**config.mk**
```make
export PLATFORM = sky130hd
export DESIGN_NAME = sequence_record_splitter
export DESIGN_NICKNAME = d
export VERILOG_FILES = /design/src/design/srs_pkg.sv /design/src/design/sequence_record_splitter.sv /design/src/design/srs_core.sv
export SDC_FILE = /design/constraint.sdc
export NUM_CORES = 2
export LEC_CHECK = 0
export ABC_CLOCK_PERIOD_IN_PS = 22700
export BUFFER_PORTS_ARGS = -buffer_cell sky130_fd_sc_hd__buf_2
export CAP_MARGIN = 20
export CORE_ASPECT_RATIO = 1.75
export CORE_MARGIN = 3
export CORE_UTILIZATION = 30
export DETAILED_ROUTE_END_ITERATION = 7
export PLACE_DENSITY_LB_ADDON = 0.3
export SLEW_MARGIN = 20
export SYNTH_ARGS = -nofsm -noshare
export SYNTH_HDL_FRONTEND = slang
export SYNTH_HIERARCHICAL = 1
export SYNTH_SLANG_ARGS = --single-unit
export TNS_END_PERCENT = 100
```
**constraint.sdc**
```tcl
create_clock -name i_clk -period 22.7 [get_ports i_clk]
set_clock_uncertainty 0.05 [all_clocks]
set_input_delay 4.54 -clock i_clk [delete_from_list [all_inputs] [get_ports i_clk]]
set_output_delay 4.54 -clock i_clk [all_outputs]
set_load 0.05 [all_outputs]
```
**src/design/srs_pkg.sv**
```systemverilog
package srs_pkg;

    localparam int COUNT_BITS_DEF = 32;

    // Output queue
    localparam int FIFO_DEPTH = 4;
    localparam int FIFO_AW    = $clog2(FIFO_DEPTH);
    localparam int FIFO_CW    = $clog2(FIFO_DEPTH + 1);

    // Characters
    localparam logic [7:0] CH_GT = 8'h3E;  // '>'
    localparam logic [7:0] CH_QM = 8'h3F;  // '?'
    localparam logic [7:0] CH_LF = 8'h0A;
    localparam logic [7:0] CH_CR = 8'h0D;

    // Line phase
    localparam logic [1:0] PH_START = 2'd0;
    localparam logic [1:0] PH_GT    = 2'd1;
    localparam logic [1:0] PH_IN    = 2'd2;

    // Line class
    localparam logic [1:0] CL_DATA  = 2'd0;
    localparam logic [1:0] CL_OTHER = 2'd1;
    localparam logic [1:0] CL_DEF   = 2'd2;

    typedef struct packed {
        logic [7:0] byte_value;
        logic       end_marker;
    } t_in_beat;

    typedef struct packed {
        logic [31:0] record_begin;
        logic [31:0] data_begin;
        logic [31:0] record_end;
        logic [31:0] first_line_index;
        logic [31:0] residue_count;
        logic [31:0] line_count;
        logic        has_header;
        logic        last_of_run;
    } t_out_beat;

endpackage

```
**src/design/sequence_record_splitter.sv**
```systemverilog
// Channel   Direction  Signals                                 Beat
// input     in         i_in_valid / o_in_ready / i_in_beat     one text byte or end marker
// result    out        o_out_valid / i_out_ready / o_out_beat  one record descriptor
// config    in         i_cfg_valid / o_cfg_ready / i_cfg_data  delta_mode bit
//
// One input beat per cycle sustained while two queue entries are free; an accepted
// beat goes through the input register, then the 4-entry result queue.
// An end marker may push two results in one cycle; the queue holds that and
// keeps the input open as long as at least two entries are free.
// i_rst_n is synchronous, active low; it clears all stream state and delta_mode.
// Result stalls back up into the input only once the queue has under two free slots.
module sequence_record_splitter #(
    parameter int COUNT_BITS = srs_pkg::COUNT_BITS_DEF
) (
    input  logic               i_clk,
    input  logic               i_rst_n,
    // byte stream
    input  logic               i_in_valid,
    output logic               o_in_ready,
    input  srs_pkg::t_in_beat  i_in_beat,
    // records
    output logic               o_out_valid,
    input  logic               i_out_ready,
    output srs_pkg::t_out_beat o_out_beat,
    // delta_mode register
    input  logic               i_cfg_valid,
    output logic               o_cfg_ready,
    input  logic               i_cfg_data
);
    import srs_pkg::*;

    // config register, always writable
    logic r_delta_mode;

    assign o_cfg_ready = 1'b1;

    always_ff @(posedge i_clk) begin
        if (!i_rst_n) begin
            r_delta_mode <= 1'b0;
        end else if (i_cfg_valid) begin
            r_delta_mode <= i_cfg_data;
        end
    end

    // input register
    logic     r_in_valid;
    t_in_beat r_in_beat;
    logic     step;

    // result queue
    t_out_beat            r_fifo [FIFO_DEPTH];
    logic [FIFO_AW-1:0]   r_wr_ptr, r_rd_ptr;
    logic [FIFO_CW-1:0]   r_count, n_count;
    logic [1:0]           push_valid;
    t_out_beat            push_beat [2];
    logic                 pop;
    logic [FIFO_CW-1:0]   push_n;

    // advance only with room for the worst case of two results
    assign step       = r_in_valid && (r_count <= FIFO_CW'(FIFO_DEPTH - 2));
    assign o_in_ready = !r_in_valid || step;

    always_ff @(posedge i_clk) begin
        if (!i_rst_n) begin
            r_in_valid <= 1'b0;
        end else if (o_in_ready) begin
            r_in_valid <= i_in_valid;
        end
    end

    always_ff @(posedge i_clk) begin
        if (o_in_ready && i_in_valid) begin
            r_in_beat <= i_in_beat;
        end
    end

    srs_core #(
        .CountBits (COUNT_BITS)
    ) u_core (
        .i_clk        (i_clk),
        .i_rst_n      (i_rst_n),
        .i_step       (step),
        .i_beat       (r_in_beat),
        .i_delta_mode (r_delta_mode),
        .o_res_valid  (push_valid),
        .o_res        (push_beat)
    );

    assign pop         = o_out_valid && i_out_ready;
    assign o_out_valid = (r_count != '0);
    assign o_out_beat  = r_fifo[r_rd_ptr];

    // second result valid implies the first
    assign push_n  = FIFO_CW'(push_valid[0]) + FIFO_CW'(push_valid[1]);
    assign n_count = r_count + push_n - FIFO_CW'(pop);

    always_ff @(posedge i_clk) begin
        if (push_valid[0]) begin
            r_fifo[r_wr_ptr] <= push_beat[0];
        end
        if (push_valid[1]) begin
            r_fifo[r_wr_ptr + FIFO_AW'(1)] <= push_beat[1];
        end
    end

    always_ff @(posedge i_clk) begin
        if (!i_rst_n) begin
            r_wr_ptr <= '0;
            r_rd_ptr <= '0;
            r_count  <= '0;
        end else begin
            r_wr_ptr <= r_wr_ptr + FIFO_AW'(push_n);
            if (pop) begin
                r_rd_ptr <= r_rd_ptr + FIFO_AW'(1);
            end
            r_count <= n_count;
        end
    end

endmodule

```
**src/design/srs_core.sv**
```systemverilog
module srs_core #(
    parameter int CountBits = srs_pkg::COUNT_BITS_DEF
) (
    input  logic              i_clk,
    input  logic              i_rst_n,
    input  logic              i_step,
    input  srs_pkg::t_in_beat i_beat,
    input  logic              i_delta_mode,
    output logic [1:0]        o_res_valid,
    output srs_pkg::t_out_beat o_res [2]
);
    import srs_pkg::*;

    typedef logic [CountBits-1:0] t_cnt;

    function automatic t_cnt sat_inc(input t_cnt v);
        return (&v) ? v : t_cnt'(v + 1'b1);
    endfunction

    function automatic logic [31:0] clip_out(input t_cnt v);
        logic [63:0] w;
        w = 64'(v);
        return (|w[63:32]) ? 32'hFFFF_FFFF : w[31:0];
    endfunction

    t_cnt       r_pos, r_line_no, r_line_begin;
    logic [1:0] r_phase, r_class;
    logic       r_cr, r_gap;
    t_cnt       r_begin, r_data_begin, r_first, r_res, r_lines;
    logic       r_hdr;

    t_cnt       n_pos, n_line_no, n_line_begin;
    logic [1:0] n_phase, n_class;
    logic       n_cr, n_gap;
    t_cnt       n_begin, n_data_begin, n_first, n_res, n_lines;
    logic       n_hdr;

    // Defline handling, always evaluated on the current state.
    logic       td_cont, td_emit;
    t_cnt       td_begin, td_data_begin, td_first, td_res, td_lines;
    logic       td_hdr;
    logic [1:0] td_class;

    // Residue update for one data byte.
    logic       db_cr;
    t_cnt       db_res, db_res1;

    logic       emit_a, emit_b;
    t_out_beat  rec_a, rec_b;
    logic [7:0] b;

    assign b = i_beat.byte_value;

    always_comb begin
        td_cont = i_delta_mode && r_gap;
        td_emit = !td_cont && (r_lines != '0);
        if (td_cont) begin
            td_begin      = r_begin;
            td_data_begin = r_data_begin;
            td_first      = r_first;
            td_res        = r_res;
            td_lines      = sat_inc(r_lines);
            td_hdr        = r_hdr;
            td_class      = CL_OTHER;
        end else begin
            td_begin      = r_line_begin;
            td_data_begin = r_line_begin;
            td_first      = r_line_no;
            td_res        = '0;
            td_lines      = t_cnt'(1);
            td_hdr        = 1'b1;
            td_class      = CL_DEF;
        end
    end

    always_comb begin
        db_res1 = r_cr ? sat_inc(r_res) : r_res;
        db_cr   = (b == CH_CR);
        db_res  = db_cr ? db_res1 : sat_inc(db_res1);
    end

    // Previous record, closed by a defline.
    always_comb begin
        rec_a.record_begin     = clip_out(r_begin);
        rec_a.data_begin       = clip_out(r_data_begin);
        rec_a.record_end       = clip_out(r_line_begin);
        rec_a.first_line_index = clip_out(r_first);
        rec_a.residue_count    = clip_out(r_res);
        rec_a.line_count       = clip_out(r_lines);
        rec_a.has_header       = r_hdr;
        rec_a.last_of_run      = 1'b0;
    end

    always_comb begin
        n_pos        = r_pos;
        n_line_no    = r_line_no;
        n_line_begin = r_line_begin;
        n_phase      = r_phase;
        n_class      = r_class;
        n_cr         = r_cr;
        n_gap        = r_gap;
        n_begin      = r_begin;
        n_data_begin = r_data_begin;
        n_first      = r_first;
        n_res        = r_res;
        n_lines      = r_lines;
        n_hdr        = r_hdr;
        emit_a       = 1'b0;
        emit_b       = 1'b0;
        rec_b        = '0;

        if (i_beat.end_marker) begin
            if (r_phase == PH_GT) begin
                emit_a       = td_emit;
                n_gap        = 1'b0;
                n_begin      = td_begin;
                n_data_begin = td_data_begin;
                n_first      = td_first;
                n_res        = td_res;
                n_lines      = td_lines;
                n_hdr        = td_hdr;
                n_class      = td_class;
            end
            if (r_phase != PH_START) begin
                if (n_class == CL_DATA && r_cr) begin
                    n_res = sat_inc(n_res);
                end
                if (n_class == CL_DEF) begin
                    n_data_begin = r_pos;
                end
            end
            emit_b                 = (n_lines != '0);
            rec_b.record_begin     = clip_out(n_begin);
            rec_b.data_begin       = clip_out(n_data_begin);
            rec_b.record_end       = clip_out(r_pos);
            rec_b.first_line_index = clip_out(n_first);
            rec_b.residue_count    = clip_out(n_res);
            rec_b.line_count       = clip_out(n_lines);
            rec_b.has_header       = n_hdr;
            rec_b.last_of_run      = 1'b1;
            // back to the start of a new text
            n_pos        = '0;
            n_line_no    = '0;
            n_line_begin = '0;
            n_phase      = PH_START;
            n_class      = CL_DATA;
            n_cr         = 1'b0;
            n_gap        = 1'b0;
            n_begin      = '0;
            n_data_begin = '0;
            n_first      = '0;
            n_res        = '0;
            n_lines      = '0;
            n_hdr        = 1'b0;
        end else begin
            n_pos = sat_inc(r_pos);
            unique case (r_phase)
                PH_START: begin
                    n_line_begin = r_pos;
                    if (b == CH_GT) begin
                        n_phase = PH_GT;
                        n_class = CL_OTHER;
                    end else begin
                        n_class = CL_DATA;
                        n_lines = sat_inc(r_lines);
                        if (b == CH_LF) begin
                            n_line_no = sat_inc(r_line_no);
                            n_phase   = PH_START;
                            n_cr      = 1'b0;
                        end else begin
                            n_phase = PH_IN;
                            n_cr    = db_cr;
                            n_res   = db_res;
                        end
                    end
                end
                PH_GT: begin
                    if (b == CH_QM) begin
                        n_gap   = 1'b1;
                        n_class = CL_OTHER;
                        n_lines = sat_inc(r_lines);
                        n_phase = PH_IN;
                    end else begin
                        emit_a       = td_emit;
                        n_gap        = 1'b0;
                        n_begin      = td_begin;
                        n_data_begin = td_data_begin;
                        n_first      = td_first;
                        n_res        = td_res;
                        n_lines      = td_lines;
                        n_hdr        = td_hdr;
                        n_class      = td_class;
                        if (b == CH_LF) begin
                            if (td_class == CL_DEF) begin
                                n_data_begin = sat_inc(r_pos);
                            end
                            n_line_no = sat_inc(r_line_no);
                            n_phase   = PH_START;
                            n_class   = CL_DATA;
                            n_cr      = 1'b0;
                        end else begin
                            n_phase = PH_IN;
                        end
                    end
                end
                default: begin
                    if (b == CH_LF) begin
                        if (r_class == CL_DEF) begin
                            n_data_begin = sat_inc(r_pos);
                        end
                        n_line_no = sat_inc(r_line_no);
                        n_phase   = PH_START;
                        n_class   = CL_DATA;
                        n_cr      = 1'b0;
                    end else if (r_class == CL_DATA) begin
                        n_cr  = db_cr;
                        n_res = db_res;
                    end
                end
            endcase
        end
    end

    always_comb begin
        o_res_valid[0] = i_step && (emit_a || emit_b);
        o_res_valid[1] = i_step && emit_a && emit_b;
        if (emit_a) begin
            o_res[0]             = rec_a;
            o_res[0].last_of_run = !emit_b;
        end else begin
            o_res[0] = rec_b;
        end
        o_res[1] = rec_b;
    end

    always_ff @(posedge i_clk) begin
        if (!i_rst_n) begin
            r_pos        <= '0;
            r_line_no    <= '0;
            r_line_begin <= '0;
            r_phase      <= PH_START;
            r_class      <= CL_DATA;
            r_cr         <= 1'b0;
            r_gap        <= 1'b0;
            r_begin      <= '0;
            r_data_begin <= '0;
            r_first      <= '0;
            r_res        <= '0;
            r_lines      <= '0;
            r_hdr        <= 1'b0;
        end else if (i_step) begin
            r_pos        <= n_pos;
            r_line_no    <= n_line_no;
            r_line_begin <= n_line_begin;
            r_phase      <= n_phase;
            r_class      <= n_class;
            r_cr         <= n_cr;
            r_gap        <= n_gap;
            r_begin      <= n_begin;
            r_data_begin <= n_data_begin;
            r_first      <= n_first;
            r_res        <= n_res;
            r_lines      <= n_lines;
            r_hdr        <= n_hdr;
        end
    end

endmodule

```
==> out/qor.yml <==
synthesis:
  synth_ff_type: "edfxtp_1"
  syn_avg_cell_area_um2: 11.89
  ys_top_cells_by_area: "edfxtp_1 (40%), mux2_2 (13%), dfxtp_1 (9.4%)"
  synth_top_cell_by_area: "edfxtp_1"
  postSynthCellCount: 4897
  syn_area_um2: 58230
  yosysSeqAreaShare_pct: 49.90
  ys_ff_latch: 1059
  yosys_warnings: 6
  async_reset_ff_share_pct: 0
  synth_edf_count: 785
  synth.top_cell.area_share_pct: 40.48
  ys_types: 87
  synthesis.nets: 4925
placed_design:
  port_buffers: 210
  hpwlAfterDp_um: 124000
  routabilityCongestion: 0.8851
  place_inst: 7360
floorplan:
  die_w_um: 339.0
  core_um2: 192700
  fp.dieH_um: 588.8
  ioPinCount: 212
  rows: 213
  dieArea_um2: 199600
  initial_core_util_pct: 30.22
global_route:
  gr-total-overflow: 0
  grt.total_usage_pct: 18.65
  first_global_vias: 41460
  grt_pass1_wl_um: 283300
  grt_start_max_net_pins: 155
  antenna_found_initial: 5
timing:
  hold_violations: 0
  finalMaxSlewViolations: 0
  finalSetupViolCount: 0
  period_needed_ns: 8.682
  fin_crit_sh_pct: 38.25
  fmax_mhz: 115.2
  slew_headroom_pct: 23.52
  worst_slew_pin_slew_ns: 1.145
  hold_ws_ns: 0.4486
  rsz0062_at_grt: "false"
  tns_ns: 0
clock_tree:
  cts.sinks: 1059
  cts_hold_buf: 0
  clk_latency_ns: 0.75
  cts_root_buf: "clkbuf_16"
  clk_pin_slew_worst_paths_ns: 0.07
  clockBufferDepth: 3
  cts_tree: "yes"
  cts_setup_buffers: 0
  cts_max_level: 3
  cts-resized-gates: 0
  numCtsBuffers: 102
power:
  p_leak_nw: 23.27
  total_power_mw: 5.010
  ir_worst_vdd_v: 0.00006783
  power_density_nw_per_um2: 77.01
critical_path:
  crit-reg2reg-launch: "u_core/r_lines[0]$_SDFFE_PN0P_"
  cp_top_family: "buffers and inverters"
  path_common_cell: "buf_4"
  r2r_cells: 20
  arrival_ns: 4.09
  slowest_delay_ns: 0.85
  path_max_fanout: 40
  slowest_stage: "dfxtp_4"
  crit_chain: "buf_4 -> buf_4 -> mux4_2 -> buf_2"
  required_ns: 18.11
  path_buf_inv: 3
  startpoint_type: "flop"
  endpoint_kind: "output pin"
  path_depth: 4
  worstSetupPathType: "reg2out"
routing:
  route.antenna.remaining_nets: 0
  wl_um: 191400
  first_iter_violations: 3366
  vias: 40870
  vias_per_cell: 5.410
  drc_errors: 0
  drt_first_pass_iters: 8
  post_drt_wl_per_cell_um: 25.35
cells_and_area:
  fin_cells: 7553
  fin_nets: 4912
  layout_commonest_cell: "edfxtp_1"
  final_cell_mix: "edfxtp_1 (785), mux2_2 (653), nand2_1 (627)"
  area.growth.synth_to_final_pct: 11.73
  layout-drive-gt1-share_pct: 29.61
worst_hold_path:
  min_from: "u_core/r_begin[7]$_SDFFE_PN0P_"
  hp-class: "reg2reg"
  holdPathStages: 1
run_status:
  status: "finished clean"
flow_run:
  cap_violations: 0
## cell families after synthesis
kind of cell	Yosys count	synth area share (%)
adder cells (fa/ha/maj)	13	0.2922
other	1	0.006440
XOR/XNOR	133	2.000
AO/OA/AOI/OAI	785	8.852
AND/OR/NAND/NOR	1431	11.45
multiplexers	1012	23.96
buffers and inverters	463	3.539
flip-flops	1059	49.90
## Yosys cell counts (all sizes together), types with 5 or more instances
library cell    n
a32o           16
o22ai           9
o31ai          10
a21o           75
xnor2          64
and2           64
inv            34
xor2           69
nor2b          55
edfxtp        785
o211ai          6
nor3b           7
o21ai         156
or2            10
a221oi          6
o21a            6
mux2i           5
mux2          813
or3            24
nor4b           5
mux4          194
buf           172
nand2         633
nor2          245
o2111ai        13
nand3          97
o311ai          9
and4           19
nand2b         10
a22o          105
nor4           29
nand4          62
a31oi          11
a21boi         39
and3           40
a21oi         242
dfxtp         274
o2bb2ai         5
a211oi          9
clkbuf        257
nor3          119
ha             12
a22oi          35
## power breakdown
group | total, mW | internal, mW | switching [mW]
sequential | 2.10 | 2.07 | 0.0356
clock | 1.82 | 1.01 | 0.806
combinational | 1.09 | 0.324 | 0.768
## registers in the layout, summed over array words and instances, names as in the netlist, 9 cells and up, named ones only
register             flops
r_fifo                 776
r_in_beat                9
u_core/r_begin          32
u_core/r_data_begin     32
u_core/r_first          32
u_core/r_line_begin     32
u_core/r_line_no        32
u_core/r_lines          32
u_core/r_pos            32
u_core/r_res            32
## final timing paths
kind | to | slack (ns)
worst max-delay path | o_out_beat[145] | 14.02
worst min register to register | u_core/r_begin[7]$_SDFFE_PN0P_ | 0.45
worst max register to register | r_fifo[1][159]$_DFFE_PP_ | 15.37
worst min-delay path | u_core/r_begin[7]$_SDFFE_PN0P_ | 0.45
## stage by stage
stage	setup slack, ns	util [%]	instance area [um^2]
floorplan	4.853	-	58230
global placement	14.59	31.93	61530
detailed placement	14.55	31.96	61590
CTS	13.75	33.76	65060
global route	13.61	33.76	65060
finish	14.02	33.77	65060
## cell type report
cell class / instances / area (um^2)
fill: 19130 / 127600
sequential: 1059 / 29070
multi-input combinational: 3375 / 27270
tap: 2580 / 3228
clock buffer: 129 / 2746
timing repair buffer: 312 / 1894
clock inverter: 62 / 723.2
inverter: 34 / 132.6
antenna: 2 / 5.005
## per-layer routing
layer	share of wire, %	GRT usage (%)	up-vias
li1	-	-	18330
met2	51	33.64	1223
met1	40	22.54	20960
met4	3.8	7.016	0
met5	0	0	-
met3	4.7	2.451	354
Note: power is estimated with default switching activity, not from simulation.
